### config.mk
export PLATFORM = sky130hd
export DESIGN_NAME = trim_input_calibration_unit_flat
export DESIGN_NICKNAME = d
export VERILOG_FILES = /design/src/sv/tic_pkg.sv /design/src/sv/tic_in_if.sv /design/src/sv/tic_out_if.sv /design/src/sv/trim_input_calibration_unit.sv /design/src/sv/tic_store.sv /design/src/sv/tic_div.sv /design/src/flat_wrapper.sv
export SDC_FILE = /design/constraint.sdc
export NUM_CORES = 1
export LEC_CHECK = 0
export BUFFER_PORTS_ARGS = -buffer_cell sky130_fd_sc_hd__buf_2
export CELL_PAD_IN_SITES_DETAIL_PLACEMENT = 0
export CELL_PAD_IN_SITES_GLOBAL_PLACEMENT = 1
export CORE_MARGIN = 2
export CORE_UTILIZATION = 35
export CTS_CLUSTER_DIAMETER = 60
export DETAILED_ROUTE_END_ITERATION = 10
export GPL_ROUTABILITY_DRIVEN = 0
export GPL_TIMING_DRIVEN = 0
export PLACE_DENSITY = 0.63
export RECOVER_POWER = 100
export SYNTH_ARGS = -nofsm -noshare
export SYNTH_HDL_FRONTEND = slang
export SYNTH_SLANG_ARGS = --single-unit
### constraint.sdc
create_clock -name i_clk -period 7.45 [get_ports i_clk]
set_input_delay 1.1175 -clock i_clk [delete_from_list [all_inputs] [get_ports i_clk]]
set_output_delay 1.1175 -clock i_clk [all_outputs]
set_load 0.05 [all_outputs]
### src/sv/tic_pkg.sv
package tic_pkg;

    localparam int CHANNELS_DEF = 4;
    localparam int ADC_BITS_DEF = 10;

    localparam int CHANNEL_W = 2;
    localparam int SAMPLE_W  = 10;
    localparam int TRIM_W    = 16;
    localparam int MODE_W    = 2;
    localparam int CFG_IDX_W = 2;

    localparam logic [MODE_W-1:0] MODE_NORMAL = 2'd0;
    localparam logic [MODE_W-1:0] MODE_CENTRE = 2'd1;
    localparam logic [MODE_W-1:0] MODE_TRACK  = 2'd2;

    localparam logic [CFG_IDX_W-1:0] REG_MODE = 2'd0;
    localparam logic [CFG_IDX_W-1:0] REG_HIGH = 2'd1;
    localparam logic [CFG_IDX_W-1:0] REG_MID  = 2'd2;
    localparam logic [CFG_IDX_W-1:0] REG_LOW  = 2'd3;

    localparam logic signed [TRIM_W-1:0] HIGH_RST = 16'sd100;
    localparam logic signed [TRIM_W-1:0] MID_RST  = 16'sd0;
    localparam logic signed [TRIM_W-1:0] LOW_RST  = -16'sd100;

    typedef enum logic [1:0] {
        ST_NONE,
        ST_CAPTURE,
        ST_TRACK
    } t_store_op;

endpackage

### src/sv/tic_in_if.sv
interface tic_in_if;
    import tic_pkg::*;

    logic                 valid;
    logic                 ready;
    logic [CHANNEL_W-1:0] channel;
    logic [SAMPLE_W-1:0]  sample;

    modport source (output valid, output channel, output sample, input ready);
    modport sink   (input valid, input channel, input sample, output ready);
endinterface

### src/sv/tic_out_if.sv
interface tic_out_if;
    import tic_pkg::*;

    logic                     valid;
    logic                     ready;
    logic [CHANNEL_W-1:0]     out_channel;
    logic signed [TRIM_W-1:0] trim_value;

    modport source (output valid, output out_channel, output trim_value, input ready);
    modport sink   (input valid, input out_channel, input trim_value, output ready);
endinterface

### src/sv/trim_input_calibration_unit.sv
// Trim input calibration: per-channel minimum, centre and maximum points.
// Capture and track samples update the stores and are taken back to back, one per cycle.
// A mapped sample goes through prepare, multiply, divide (one quotient bit per cycle),
// saturate and output; a centre or zero-span sample goes from prepare to output.
// A new sample is taken only back in idle, so a stalled result holds the input off.
// Synchronous active-low reset restores the state, mode, limits and stored points.
module trim_input_calibration_unit #(
    parameter int CHANNELS = tic_pkg::CHANNELS_DEF,
    parameter int ADC_BITS = tic_pkg::ADC_BITS_DEF
) (
    input  logic                           i_clk,
    input  logic                           i_rst_n,
    input  logic                           i_cfg_we,
    input  logic [tic_pkg::CFG_IDX_W-1:0]  i_cfg_idx,
    input  logic [tic_pkg::TRIM_W-1:0]     i_cfg_data,
    tic_in_if.sink                         i_in,
    tic_out_if.source                      o_out
);
    import tic_pkg::*;

    localparam int PW = ADC_BITS + TRIM_W;

    typedef enum logic [2:0] {
        S_IDLE,
        S_PREP,
        S_MUL,
        S_DIV,
        S_SAT,
        S_OUT
    } t_state;

    t_state                   r_state;
    logic [MODE_W-1:0]        r_mode;
    logic signed [TRIM_W-1:0] r_high;
    logic signed [TRIM_W-1:0] r_mid;
    logic signed [TRIM_W-1:0] r_low;
    logic [CHANNEL_W-1:0]     r_ch;
    logic [ADC_BITS-1:0]      r_s;
    logic [ADC_BITS-1:0]      r_mag_d;
    logic [TRIM_W-1:0]        r_mag_diff;
    logic [ADC_BITS-1:0]      r_den;
    logic                     r_neg;
    logic [PW-1:0]            r_prod;
    logic                     r_div_start;
    logic signed [TRIM_W-1:0] r_res;
    logic                     r_out_valid;
    logic [CHANNEL_W-1:0]     r_out_ch;
    logic signed [TRIM_W-1:0] r_out_val;

    logic [ADC_BITS+SAMPLE_W-1:0] s_ext;
    logic [ADC_BITS-1:0]          s_in;
    logic                         accept;
    logic                         in_range;
    logic                         mode_map;
    t_store_op                    store_op;
    logic [CHANNEL_W-1:0]         store_ch;
    logic [ADC_BITS-1:0]          st_min;
    logic [ADC_BITS-1:0]          st_centre;
    logic [ADC_BITS-1:0]          st_max;

    logic                     gt;
    logic                     lt;
    logic [ADC_BITS-1:0]      mag_d;
    logic [ADC_BITS-1:0]      den;
    logic signed [TRIM_W:0]   span_hm;
    logic signed [TRIM_W:0]   span_ml;
    logic signed [TRIM_W:0]   span;
    logic [TRIM_W:0]          mag_span;

    logic                     div_done;
    logic [PW-1:0]            div_quot;
    logic [TRIM_W:0]          q_clip;
    logic signed [TRIM_W+2:0] sum;
    logic signed [TRIM_W-1:0] sat_val;

    assign s_ext    = {{ADC_BITS{1'b0}}, i_in.sample};
    assign s_in     = s_ext[ADC_BITS-1:0];
    assign accept   = i_in.valid && i_in.ready;
    assign in_range = (32'(i_in.channel) < CHANNELS);
    assign mode_map = (r_mode != MODE_CENTRE) && (r_mode != MODE_TRACK);

    assign i_in.ready = (r_state == S_IDLE);

    always_comb begin
        store_op = ST_NONE;
        if (accept && in_range) begin
            if (r_mode == MODE_CENTRE) begin
                store_op = ST_CAPTURE;
            end else if (r_mode == MODE_TRACK) begin
                store_op = ST_TRACK;
            end
        end
    end

    // The stores are addressed by the incoming channel while idle and by the
    // held channel while a mapped sample is in flight.
    assign store_ch = (r_state == S_IDLE) ? i_in.channel : r_ch;

    tic_store #(
        .CHANNELS (CHANNELS),
        .ADC_BITS (ADC_BITS)
    ) u_store (
        .i_clk    (i_clk),
        .i_rst_n  (i_rst_n),
        .i_op     (store_op),
        .i_ch     (store_ch),
        .i_sample (s_in),
        .o_min    (st_min),
        .o_centre (st_centre),
        .o_max    (st_max)
    );

    // Sign and magnitude of the offset from centre and of the output span.
    always_comb begin
        gt       = (r_s > st_centre);
        lt       = (r_s < st_centre);
        mag_d    = gt ? (r_s - st_centre) : (st_centre - r_s);
        den      = gt ? (st_max - st_centre) : (st_centre - st_min);
        span_hm  = {r_high[TRIM_W-1], r_high} - {r_mid[TRIM_W-1], r_mid};
        span_ml  = {r_mid[TRIM_W-1], r_mid} - {r_low[TRIM_W-1], r_low};
        span     = gt ? span_hm : span_ml;
        mag_span = span[TRIM_W] ? $unsigned(-span) : $unsigned(span);
    end

    tic_div #(
        .ADC_BITS (ADC_BITS)
    ) u_div (
        .i_clk      (i_clk),
        .i_rst_n    (i_rst_n),
        .i_start    (r_div_start),
        .i_dividend (r_prod),
        .i_divisor  (r_den),
        .o_done     (div_done),
        .o_quot     (div_quot)
    );

    // A quotient beyond 17 bits saturates just as its clipped value does.
    always_comb begin
        q_clip = (|div_quot[PW-1:TRIM_W+1]) ? '1 : div_quot[TRIM_W:0];
        if (r_neg) begin
            sum = {{3{r_mid[TRIM_W-1]}}, r_mid} - $signed({2'b00, q_clip});
        end else begin
            sum = {{3{r_mid[TRIM_W-1]}}, r_mid} + $signed({2'b00, q_clip});
        end
        if (sum > 19'sd32767) begin
            sat_val = 16'sh7FFF;
        end else if (sum < -19'sd32768) begin
            sat_val = 16'sh8000;
        end else begin
            sat_val = sum[TRIM_W-1:0];
        end
    end

    always_ff @(posedge i_clk) begin
        if (!i_rst_n) begin
            r_state     <= S_IDLE;
            r_mode      <= MODE_NORMAL;
            r_high      <= HIGH_RST;
            r_mid       <= MID_RST;
            r_low       <= LOW_RST;
            r_div_start <= 1'b0;
            r_out_valid <= 1'b0;
        end else begin
            r_div_start <= (r_state == S_MUL);

            if (i_cfg_we) begin
                unique case (i_cfg_idx)
                    REG_MODE: r_mode <= i_cfg_data[MODE_W-1:0];
                    REG_HIGH: r_high <= i_cfg_data;
                    REG_MID:  r_mid  <= i_cfg_data;
                    REG_LOW:  r_low  <= i_cfg_data;
                    default: begin
                    end
                endcase
            end

            if (r_out_valid && o_out.ready && (r_state != S_OUT)) begin
                r_out_valid <= 1'b0;
            end

            unique case (r_state)
                S_IDLE: begin
                    if (accept && in_range && mode_map) begin
                        r_ch    <= i_in.channel;
                        r_s     <= s_in;
                        r_state <= S_PREP;
                    end
                end
                S_PREP: begin
                    r_mag_d    <= mag_d;
                    r_mag_diff <= mag_span[TRIM_W-1:0];
                    r_den      <= den;
                    r_neg      <= lt ^ span[TRIM_W];
                    if (!gt && !lt) begin
                        r_res   <= r_mid;
                        r_state <= S_OUT;
                    end else if (den == '0) begin
                        r_res   <= gt ? r_high : r_low;
                        r_state <= S_OUT;
                    end else begin
                        r_state <= S_MUL;
                    end
                end
                S_MUL: begin
                    r_prod      <= {{TRIM_W{1'b0}}, r_mag_d} * {{ADC_BITS{1'b0}}, r_mag_diff};
                    r_state     <= S_DIV;
                end
                S_DIV: begin
                    if (div_done) begin
                        r_state <= S_SAT;
                    end
                end
                S_SAT: begin
                    r_res   <= sat_val;
                    r_state <= S_OUT;
                end
                S_OUT: begin
                    if (!r_out_valid || o_out.ready) begin
                        r_out_valid <= 1'b1;
                        r_out_ch    <= r_ch;
                        r_out_val   <= r_res;
                        r_state     <= S_IDLE;
                    end
                end
                default: begin
                    r_state <= S_IDLE;
                end
            endcase
        end
    end

    assign o_out.valid       = r_out_valid;
    assign o_out.out_channel = r_out_ch;
    assign o_out.trim_value  = r_out_val;

`ifndef SYNTHESIS
    a_store_order: assert property (@(posedge i_clk) disable iff (!i_rst_n)
        (r_state == S_PREP) |-> ((st_min <= st_centre) && (st_centre <= st_max)))
        else $error("calibration points out of order");

    a_div_done: assert property (@(posedge i_clk) disable iff (!i_rst_n)
        div_done |-> (r_state == S_DIV))
        else $error("divider finished outside the divide state");

    a_div_start: assert property (@(posedge i_clk) disable iff (!i_rst_n)
        r_div_start |-> ((r_state == S_DIV) && !div_done))
        else $error("divider started outside the divide state");

    a_out_load: assert property (@(posedge i_clk) disable iff (!i_rst_n)
        ((r_state == S_OUT) && (!r_out_valid || o_out.ready))
        |=> (o_out.valid && (r_state == S_IDLE)))
        else $error("result not loaded into the output register");
`endif

endmodule

### src/sv/tic_store.sv
module tic_store #(
    parameter int CHANNELS = tic_pkg::CHANNELS_DEF,
    parameter int ADC_BITS = tic_pkg::ADC_BITS_DEF
) (
    input  logic                           i_clk,
    input  logic                           i_rst_n,
    input  tic_pkg::t_store_op             i_op,
    input  logic [tic_pkg::CHANNEL_W-1:0]  i_ch,
    input  logic [ADC_BITS-1:0]            i_sample,
    output logic [ADC_BITS-1:0]            o_min,
    output logic [ADC_BITS-1:0]            o_centre,
    output logic [ADC_BITS-1:0]            o_max
);
    import tic_pkg::*;

    localparam int CH_W = (CHANNELS > 1) ? $clog2(CHANNELS) : 1;
    localparam logic [ADC_BITS-1:0] FULL_SCALE = '1;
    localparam logic [ADC_BITS-1:0] CENTRE_RST = FULL_SCALE >> 1;

    logic [ADC_BITS-1:0] r_min    [CHANNELS];
    logic [ADC_BITS-1:0] r_centre [CHANNELS];
    logic [ADC_BITS-1:0] r_max    [CHANNELS];

    logic [CH_W+CHANNEL_W-1:0] ch_ext;
    logic [CH_W-1:0]           idx;

    assign ch_ext = {{CH_W{1'b0}}, i_ch};
    assign idx    = ch_ext[CH_W-1:0];

    assign o_min    = r_min[idx];
    assign o_centre = r_centre[idx];
    assign o_max    = r_max[idx];

    always_ff @(posedge i_clk) begin
        if (!i_rst_n) begin
            for (int i = 0; i < CHANNELS; i++) begin
                r_min[i]    <= '0;
                r_centre[i] <= CENTRE_RST;
                r_max[i]    <= FULL_SCALE;
            end
        end else begin
            unique case (i_op)
                ST_CAPTURE: begin
                    r_min[idx]    <= i_sample;
                    r_centre[idx] <= i_sample;
                    r_max[idx]    <= i_sample;
                end
                ST_TRACK: begin
                    // Only one end moves per sample, the lower end first.
                    if (i_sample < o_min) begin
                        r_min[idx] <= i_sample;
                    end else if (i_sample > o_max) begin
                        r_max[idx] <= i_sample;
                    end
                end
                ST_NONE: begin
                end
                default: begin
                end
            endcase
        end
    end

endmodule

### src/sv/tic_div.sv
module tic_div #(
    parameter int ADC_BITS = tic_pkg::ADC_BITS_DEF
) (
    input  logic                                 i_clk,
    input  logic                                 i_rst_n,
    input  logic                                 i_start,
    input  logic [ADC_BITS+tic_pkg::TRIM_W-1:0]  i_dividend,
    input  logic [ADC_BITS-1:0]                  i_divisor,
    output logic                                 o_done,
    output logic [ADC_BITS+tic_pkg::TRIM_W-1:0]  o_quot
);
    import tic_pkg::*;

    localparam int PW    = ADC_BITS + TRIM_W;
    localparam int CNT_W = $clog2(PW + 1);

    logic [PW-1:0]       r_work;
    logic [ADC_BITS-1:0] r_rem;
    logic [ADC_BITS-1:0] r_den;
    logic [CNT_W-1:0]    r_cnt;
    logic                r_busy;
    logic                r_done;

    logic [PW-1:0]       n_work;
    logic [ADC_BITS-1:0] n_rem;
    logic [ADC_BITS:0]   rem_sh;
    logic [ADC_BITS:0]   rem_sub;
    logic                fits;

    // Restoring division: the dividend shifts out at the top of r_work while
    // the quotient bits shift in at the bottom.
    always_comb begin
        rem_sh  = {r_rem, r_work[PW-1]};
        rem_sub = rem_sh - {1'b0, r_den};
        fits    = (rem_sh >= {1'b0, r_den});
        n_rem   = fits ? rem_sub[ADC_BITS-1:0] : rem_sh[ADC_BITS-1:0];
        n_work  = {r_work[PW-2:0], fits};
    end

    always_ff @(posedge i_clk) begin
        if (!i_rst_n) begin
            r_busy <= 1'b0;
            r_done <= 1'b0;
            r_cnt  <= '0;
        end else begin
            r_done <= r_busy && !i_start && (r_cnt == CNT_W'(1));
            if (i_start) begin
                r_work <= i_dividend;
                r_rem  <= '0;
                r_den  <= i_divisor;
                r_cnt  <= CNT_W'(PW);
                r_busy <= 1'b1;
            end else if (r_busy) begin
                r_work <= n_work;
                r_rem  <= n_rem;
                r_cnt  <= r_cnt - 1'b1;
                if (r_cnt == CNT_W'(1)) begin
                    r_busy <= 1'b0;
                end
            end
        end
    end

    assign o_done = r_done;
    assign o_quot = r_work;

endmodule

### src/flat_wrapper.sv
// flat-port wrapper written by rule: the top's interface ports become plain ports
module trim_input_calibration_unit_flat import tic_pkg::*;
#(
    parameter int CHANNELS = tic_pkg::CHANNELS_DEF,
    parameter int ADC_BITS = tic_pkg::ADC_BITS_DEF
)
  (i_clk, i_rst_n, i_cfg_we, i_cfg_idx, i_cfg_data, i_in_valid, i_in_channel, i_in_sample, i_in_ready, o_out_valid, o_out_out_channel, o_out_trim_value, o_out_ready);
  tic_in_if i_in_i ();
  tic_out_if o_out_i ();
  input  logic i_clk;
  input  logic i_rst_n;
  input  logic i_cfg_we;
  input  logic [tic_pkg::CFG_IDX_W-1:0] i_cfg_idx;
  input  logic [tic_pkg::TRIM_W-1:0] i_cfg_data;
  input wire logic [$bits(i_in_i.valid)-1:0] i_in_valid;
  input wire logic [$bits(i_in_i.channel)-1:0] i_in_channel;
  input wire logic [$bits(i_in_i.sample)-1:0] i_in_sample;
  output wire logic [$bits(i_in_i.ready)-1:0] i_in_ready;
  output wire logic [$bits(o_out_i.valid)-1:0] o_out_valid;
  output wire logic [$bits(o_out_i.out_channel)-1:0] o_out_out_channel;
  output wire logic [$bits(o_out_i.trim_value)-1:0] o_out_trim_value;
  input wire logic [$bits(o_out_i.ready)-1:0] o_out_ready;
  assign i_in_i.valid = i_in_valid;
  assign i_in_i.channel = i_in_channel;
  assign i_in_i.sample = i_in_sample;
  assign i_in_ready = i_in_i.ready;
  assign o_out_valid = o_out_i.valid;
  assign o_out_out_channel = o_out_i.out_channel;
  assign o_out_trim_value = o_out_i.trim_value;
  assign o_out_i.ready = o_out_ready;
  trim_input_calibration_unit #(.CHANNELS(CHANNELS), .ADC_BITS(ADC_BITS)) u_core (.i_clk(i_clk), .i_rst_n(i_rst_n), .i_cfg_we(i_cfg_we), .i_cfg_idx(i_cfg_idx), .i_cfg_data(i_cfg_data), .i_in(i_in_i), .o_out(o_out_i));
endmodule
# [Yosys cells after proc, flatten, opt, wreduce, memory -nomap -nowiden]
# Memory sizes are Yosys's and may differ from the RTL's.
# Cells that the tools add are included.
[word_totals] ff_bits=217 ramBits=120 in_bits=35 output_inout_bits=20 elab_cells=163 memories=3
[op_classes] addsub=11 multipliers=1 magnitude_cmp=7 eq_ne=20 mux=58 bitwise=4 reduce_logical=35
[memory_table] memory="u_core.u_store.r_centre" depth=4 width=10 read_ports=1 rd_clocked_by_memory_dff=0 write_ports=4 line="tic_store.sv:21" rtl="logic [ADC_BITS-1:0] r_centre [CHANNELS];"
[memory_table] memory="u_core.u_store.r_max" depth=4 width=10 read_ports=1 rd_clocked_by_memory_dff=0 write_ports=4 line="tic_store.sv:22" rtl="logic [ADC_BITS-1:0] r_max [CHANNELS];"
[memory_table] memory="u_core.u_store.r_min" depth=4 width=10 read_ports=1 rd_clocked_by_memory_dff=0 write_ports=4 line="tic_store.sv:20" rtl="logic [ADC_BITS-1:0] r_min [CHANNELS];"
[ops] operator="16-bit two-way mux" count=6
[ops] operator="10-bit two-way mux" count=9
[ops] operator="26-bit two-way mux" count=2
[ops] operator="10-bit subtractor" count=5
[ops] operator="17-bit two-way mux" count=2
[ops] operator="16-bit by 16-bit subtractor with 17-bit output" count=2
[ops] operator="16-bit case mux with 2 select lines" count=1
[ops] operator="10-bit OR reduction" count=3
[ops] operator="10-bit by 16-bit multiplier with 26-bit output" count=1
[ops] operator="1-bit two-way mux" count=22
[ops] operator="10-bit greater-than comparator" count=2
[ops] operator="10-bit less-than comparator" count=2
[ops] operator="16-bit by 18-bit adder with 19-bit output" count=1
[ops] operator="19-bit by 16-bit greater-than comparator with 1-bit output, second input constant" count=1
[ops] operator="19-bit by 16-bit less-than comparator with 1-bit output, second input constant" count=1
[ops] operator="19-bit two-way mux" count=1
[ops] operator="16-bit by 18-bit subtractor with 19-bit output" count=1
[ops] operator="3-bit case mux with 6 select lines" count=1
[ops] operator="16-bit negation" count=1
[ops] operator="2-bit AND reduction" count=8
[ops] operator="3-bit two-way mux" count=5
[ops] operator="2-bit two-way mux" count=7
[ops] operator="3-bit AND reduction" count=4
[ops] operator="11-bit by 10-bit >= comparator with 1-bit output" count=1
[ops] operator="other kinds (24)" count=47

# [Longest topological paths before layout]
# An unclocked memory read counts as a cell.
[depth] depth_word=12 ltp_mapped=28 depth_no_buf=21

# [Modules after synthesis]
# From an unflattened synthesis, not the netlist that was laid out.
[hier_totals] hier_cells=2452 hier_area_um2=24866.3
[modules_own_cells] module="trim_input_calibration_unit" n_inst=1 cells_per_inst=1797 area_each_um2=16057.9 seq_area_each_um2=4374.2
[modules_own_cells] module="tic_store" n_inst=1 cells_per_inst=444 area_each_um2=6060.8 seq_area_each_um2=3603.5
[modules_own_cells] module="tic_div" n_inst=1 cells_per_inst=211 area_each_um2=2747.6 seq_area_each_um2=1521.5

# [Worst setup path before layout]
# Ideal clock, no wire load.
[synth_path] path_type="register to register" startpoint="register u_core.r_state[0]" endpoint="register u_core.r_res[0], enable pin" setup_time_ns=0.419 arrival_ns=6.488 t_required_ns=7.031 path_slack_ns=0.542 stages_incl_launch_ff=19 n_path_buf=4 synth_period_minus_slack_ns=6.908 cell_sequence="dfxtp_1 -> buf_2 -> nor3_4 -> mux2i_1 -> clkbuf_1 -> mux4_2 -> ha_1 -> fa_1 -> nand3b_1 -> a21oi_1 -> o311ai_2 -> nand2_2 -> buf_4 -> buf_6 -> mux2i_1 -> o21ai_0 -> nor4_2 -> nand4_1 -> a311oi_1"
[synth_between] elab_chain_cells=8 elab_cells_between_ends=19 cone_classes="2 x add/sub; 2 x order compare; 3 x eq/ne; 2 x mux; 7 x reduce/logical; 3 x memory"
[synth_lines] element="start, declared" line="trim_input_calibration_unit.sv:32" rtl="t_state r_state;"
[synth_lines] element="start signal, assigned" line="trim_input_calibration_unit.sv:156" rtl="r_state <= S_IDLE;"
[synth_lines] element="start signal, assigned" line="trim_input_calibration_unit.sv:186" rtl="r_state <= S_PREP;"
[synth_lines] element="start signal, assigned" line="trim_input_calibration_unit.sv:196" rtl="r_state <= S_OUT;"
[synth_lines] element="3-bit logical NOT *"
[synth_lines] element="net i_in_ready" line="flat_wrapper.sv:18" rtl="output wire logic [$bits(i_in_i.ready)-1:0] i_in_ready;"
[synth_lines] element="2-bit two-way mux *" line="trim_input_calibration_unit.sv:97" rtl="assign store_ch = (r_state == S_IDLE) ? i_in.channel : r_ch;"
[synth_lines] element="memory read 4 x 10 bit, on equally long branches"
[synth_lines] element="10-bit subtractor (tied with other cells)" line="trim_input_calibration_unit.sv:118" rtl="den = gt ? (st_max - st_centre) : (st_centre - st_min);"
[synth_lines] element="10-bit two-way mux or 1-bit logical NOT (tied branches)" line="trim_input_calibration_unit.sv:118, trim_input_calibration_unit.sv:194"
[synth_lines] element="10-bit logical NOT or 1-bit logical AND (tied branches)" line="trim_input_calibration_unit.sv:197, trim_input_calibration_unit.sv:194"
[synth_lines] element="3-bit by 1-bit != test with 1-bit output (no line) *"
[synth_lines] element="3-bit AND reduction (no line) *"
[synth_lines] element="end signal, assigned" line="trim_input_calibration_unit.sv:195" rtl="r_res <= r_mid;"
[synth_lines] element="end signal, assigned" line="trim_input_calibration_unit.sv:198" rtl="r_res <= gt ? r_high : r_low;"
[synth_lines] element="end signal, assigned" line="trim_input_calibration_unit.sv:214" rtl="r_res <= sat_val;"
[synth_lines] element="end, declared" line="trim_input_calibration_unit.sv:45" rtl="logic signed [TRIM_W-1:0] r_res;"
# The timed path passes the listed nets; every way through them passes the cells marked *.
# A chain may end at the register's enable or synchronous reset.

# [Worst setup path after layout]
[layout_path] startpoint="register u_core.r_state[0]" endpoint="register u_core.r_mag_diff[8], data pin"
[layout_between] elab_chain_cells=7
[layout_lines] element="3-bit logical NOT *" line="trim_input_calibration_unit.sv:97"
[layout_lines] element="2-bit two-way mux *" line="trim_input_calibration_unit.sv:97"
[layout_lines] element="memory read 4 x 10 bit *"
[layout_lines] element="10-bit greater-than comparator *" line="trim_input_calibration_unit.sv:115" rtl="gt = (r_s > st_centre);"
[layout_lines] element="17-bit two-way mux *" line="trim_input_calibration_unit.sv:121" rtl="span = gt ? span_hm : span_ml;"
[layout_lines] element="16-bit negation" line="trim_input_calibration_unit.sv:122" rtl="mag_span = span[TRIM_W] ? $unsigned(-span) : $unsigned(span);"
[layout_lines] element="16-bit two-way mux *" line="trim_input_calibration_unit.sv:122"
[layout_lines] element="net u_core.mag_span[8]" line="trim_input_calibration_unit.sv:68" rtl="logic [TRIM_W:0] mag_span;"
[layout_lines] element="end signal, assigned" line="trim_input_calibration_unit.sv:191" rtl="r_mag_diff <= mag_span[TRIM_W-1:0];"
[layout_lines] element="end, declared" line="trim_input_calibration_unit.sv:40" rtl="logic [TRIM_W-1:0] r_mag_diff;"
# Marks and branches as above.

==> out/summary.log <==
qor: clocking.clk_root_buffer_cell clkbuf_16
qor: timing.hold_viol_final 0
qor: synthesis.synth-seq-area-share 38.55%
qor: placed_design.port_buffers 54
qor: global_route.pin_count_of_the_biggest_net_entering_global_routing 31
qor: synthesis.synthArstFlopShare 0%
qor: worst_setup_path.worst_ep_required_time 7.74 ns
qor: finish.multiInputGateArea 0.01389 mm^2
qor: worst_setup_path.crit_path_end_kind flip-flop
qor: timing.relSlewSlack -21.25%
qor: global_route.antenna_found_initial 0
qor: global_route.globalRouteTotalUtil 19.68%
qor: job.cap_violations 4
qor: finish.final_cell_mix nand2_1, edfxtp_1, inv_1
qor: drt.drc 0
qor: timing.max_clock_freq 0.1398 GHz
qor: finish.fill_cells 7028
qor: pwr.worst_ir_drop_vdd 0.0006943 V
qor: clocking.clock_insertion_delay_worst_skew 0.58 ns
qor: synthesis.synth.lib_cells_used.distinct 94
qor: floorplanning.core_area 0.06991 mm^2
qor: placed_design.placement.setup.worst_slack -1.469 ns
qor: synthesis.syn-mean-instance-area 10.26 um^2
qor: drt.routed_wire_length_per_instance 20.54 um
qor: worst_setup_path.critical_path_peak_fanout 10
qor: floorplanning.design.portCount 55
qor: timing.layout_min_cycle_time 7.153 ns
qor: drt.routed_wl 71770 um
qor: synthesis.synth.net_count 2737
qor: timing.fin_worst_skew 0.02927 ns
qor: placed_design.hpwl 55630 um
qor: timing.setup_viol 0
qor: worst_setup_path.critPathLaunch u_core.r_state[0]
qor: global_route.grt_pass1_vias 18700
qor: timing.fin_worst_setup_slack 0.2965 ns
qor: synthesis.synth_edf_count 275
qor: clocking.cts_made_buffers 44
qor: global_route.grt_overflow_total 0
qor: worst_setup_path.timing.rr.start u_core.r_state[0]
qor: clocking.post_cts_hold_buffer_count 0
qor: drt.detail-route-antenna-nets 0
qor: worst_setup_path.worst_path_most_repeated_cell buf_6
qor: finish.final-seq-area 0.009499 mm^2
qor: synthesis.synth.yosys.warnings 0
qor: floorplanning.die_h 269.3 um
qor: synthesis.synth_top_cells_by_area edfxtp_1, fa_1, ha_1, dfxtp_1, nand2_1
qor: drt.drt-initial-drc-count 1204
qor: finish.final_common_cell nand2_1
qor: finish.finish.net_count 2853
qor: drt.avg_vias_per_cell 5.282
qor: clocking.cts_tree built
qor: drt.detail_route.first_pass.iterations 5
qor: worst_setup_path.critical-path-slowest-cell or4b_2
qor: floorplanning.die_w 269.3 um
qor: floorplanning.die_outline_area 0.07253 mm^2
qor: hold_path.holdCritStartpoint u_core.r_den[5]
qor: pwr.power-per-cell-area 521.1 mW/mm^2
qor: global_route.global_route_wire_length_before_repair 111000 um
qor: synthesis.yosys_register_bits 337
qor: status.outcome finished, violations left
qor: drt.detailroute.via_count 18450
qor: worst_setup_path.critical_path_class reg2reg
qor: floorplanning.floorplan.initialDensity 35.24%
qor: timing.grt_setup_unrepaired no
qor: clocking.clock_pin_slew_on_the_worst_setup_and_hold_paths 0.06 ns
qor: finish.post_route_cells_drive_above_1_share 7.834%
qor: status.failed_checks max-capacitance violations, max-slew violations
qor: timing.setup_total_negative_slack 0 ns
qor: synthesis.fraction_of_synthesized_cell_area_taken_by_the_top_area_cell_type 33.52%
qor: worst_setup_path.cp.arrival 7.45 ns
qor: worst_setup_path.timing.critical_path.slowest_cell_delay 0.60 ns
qor: clocking.cts.path.max_buffers 3
qor: floorplanning.placementRows 97
qor: timing.timing.final.max_slew_violations 57
qor: finish.synthToLayoutAreaGrowth 11.99%
qor: synthesis.synth.largest_area_cell edfxtp_1
qor: synthesis.postSynthCellCount 2401
qor: hold_path.holdCritPathClass reg2reg
qor: finish.layout.core_utilization 39.47%
qor: worst_setup_path.worstSetupStartpointType flip-flop
qor: timing.finalCritPeriodShare 96.02%
qor: clocking.h-tree-depth 2
qor: pwr.leakage 0.01077 uW
qor: synthesis.synth_flop_cell edfxtp_1
qor: clocking.clock-sinks 337
qor: pwr.power 14380 uW
qor: synthesis.post_synth_instance_area 0.02464 mm^2
qor: timing.worst_slew_pin_slew 1.800 ns
## metal layers
| layer | vias to the layer above | wire length (um) | track usage [%] | part of all wire, % |
|---|---|---|---|---|
| met1 | 9066 | 32650 | 26.82 | 45 |
| met5 | - | 0 | 0 | 0 |
| met3 | 121 | 3623 | 2.787 | 5.0 |
| met4 | 0 | 2380 | 6.243 | 3.3 |
| met2 | 494 | 33120 | 32.30 | 46 |
| li1 | 8773 | - | - | - |
## flip-flops by register name, indices dropped and copies added, names as in the netlist, 26 cells and up
name and cells:
u_core.u_store.r_min 40, u_core.u_div.o_quot 26, u_core.u_store.r_centre 40, u_core.r_prod 26, u_core.u_store.r_max 40
## cell families after synthesis
| kind of cell | Yosys count | synth area share, % |
|---|---|---|
| flip-flops | 337 | 38.55 |
| AND/OR/NAND/NOR | 792 | 16.16 |
| multiplexers | 82 | 4.987 |
| adder cells (fa/ha/maj) | 301 | 18.88 |
| XOR/XNOR | 106 | 3.768 |
| buffers and inverters | 318 | 5.032 |
| AO/OA/AOI/OAI | 465 | 12.62 |
## worst paths after layout
kind,depth (start not counted),endpoint,slack (ns)
worst max-delay path,29,u_core.r_mag_diff[8],0.30
worst min-delay path,0,u_core.u_div.r_den[5],0.40
worst max register to register,29,u_core.r_mag_diff[8],0.30
worst min register to register,0,u_core.u_div.r_den[5],0.40
## critical path, delay by kind of cell, from the launching register on
family | cells | cell delay, ns
xor gates and xnor gates | 1 | 0.18
muxes | 2 | 0.69
and+or+nand+nor | 8 | 1.68
DFF | 1 | 0.29
buffers and inverters | 11 | 2.27
AOI/OAI and AO/OA | 4 | 0.87
adders and majority gates | 3 | 0.86
## timing repair
| action | in CTS | in global routing |
|---|---|---|
| setup endpoints to repair | 7 | 5 |
| buffers inserted | 3 | 0 |
| gates resized for setup | 11 | 5 |
| pin swaps | 1 | 0 |
## through the flow
stage	cell area, um^2	hold WS (ns)	std cells
2_1_floorplan	24640	0.4003	2401
3_3_place_gp	26090	0.4022	3395
3_5_place_dp	26270	0.4054	3409
4_1_cts	27790	0.3831	3494
5_1_grt	27590	0.4005	3493
6_report	27590	0.3968	3494
## cell type report
class | instances | area share [%]
inverters | 216 | 2.938
repair buffers | 71 | 1.138
clock inverters | 25 | 0.9885
clock buffers | 57 | 4.317
plain buffers | 101 | 1.578
diodes | 1 | 0.009069
flip-flops and latches | 337 | 34.43
well taps | 940 | 4.262
multi-input cells | 1746 | 50.34
## cells in the mapped netlist, types with 9 or more instances
library cell,count
and3_1,10
o2111ai_1,10
nor2b_1,23
nand3_1,36
nand4_1,22
inv_1,213
o211ai_1,32
o31ai_1,9
mux4_2,28
a21oi_1,144
a21o_1,36
o22ai_1,23
dfxtp_1,62
or3_1,35
nand3b_1,10
mux2_2,28
o21a_1,23
and2_1,111
mux2i_1,23
a211oi_1,16
clkbuf_1,81
or2_2,16
o21ai_0,60
a31oi_1,14
nand2_1,290
fa_1,118
nor3_1,42
xor2_1,41
xnor2_1,65
edfxtp_1,275
nand2b_1,56
nor2_1,105
o21bai_1,11
ha_1,183
## power by group
part | switching, uW | leakage, uW | internal (uW)
registers | 131 | 0.00289 | 2760
clock network | 875 | 0.000708 | 1260
logic | 5300 | 0.00717 | 4060
total | 6300 | 0.0108 | 8070
Power figures use the tool's default switching activity.
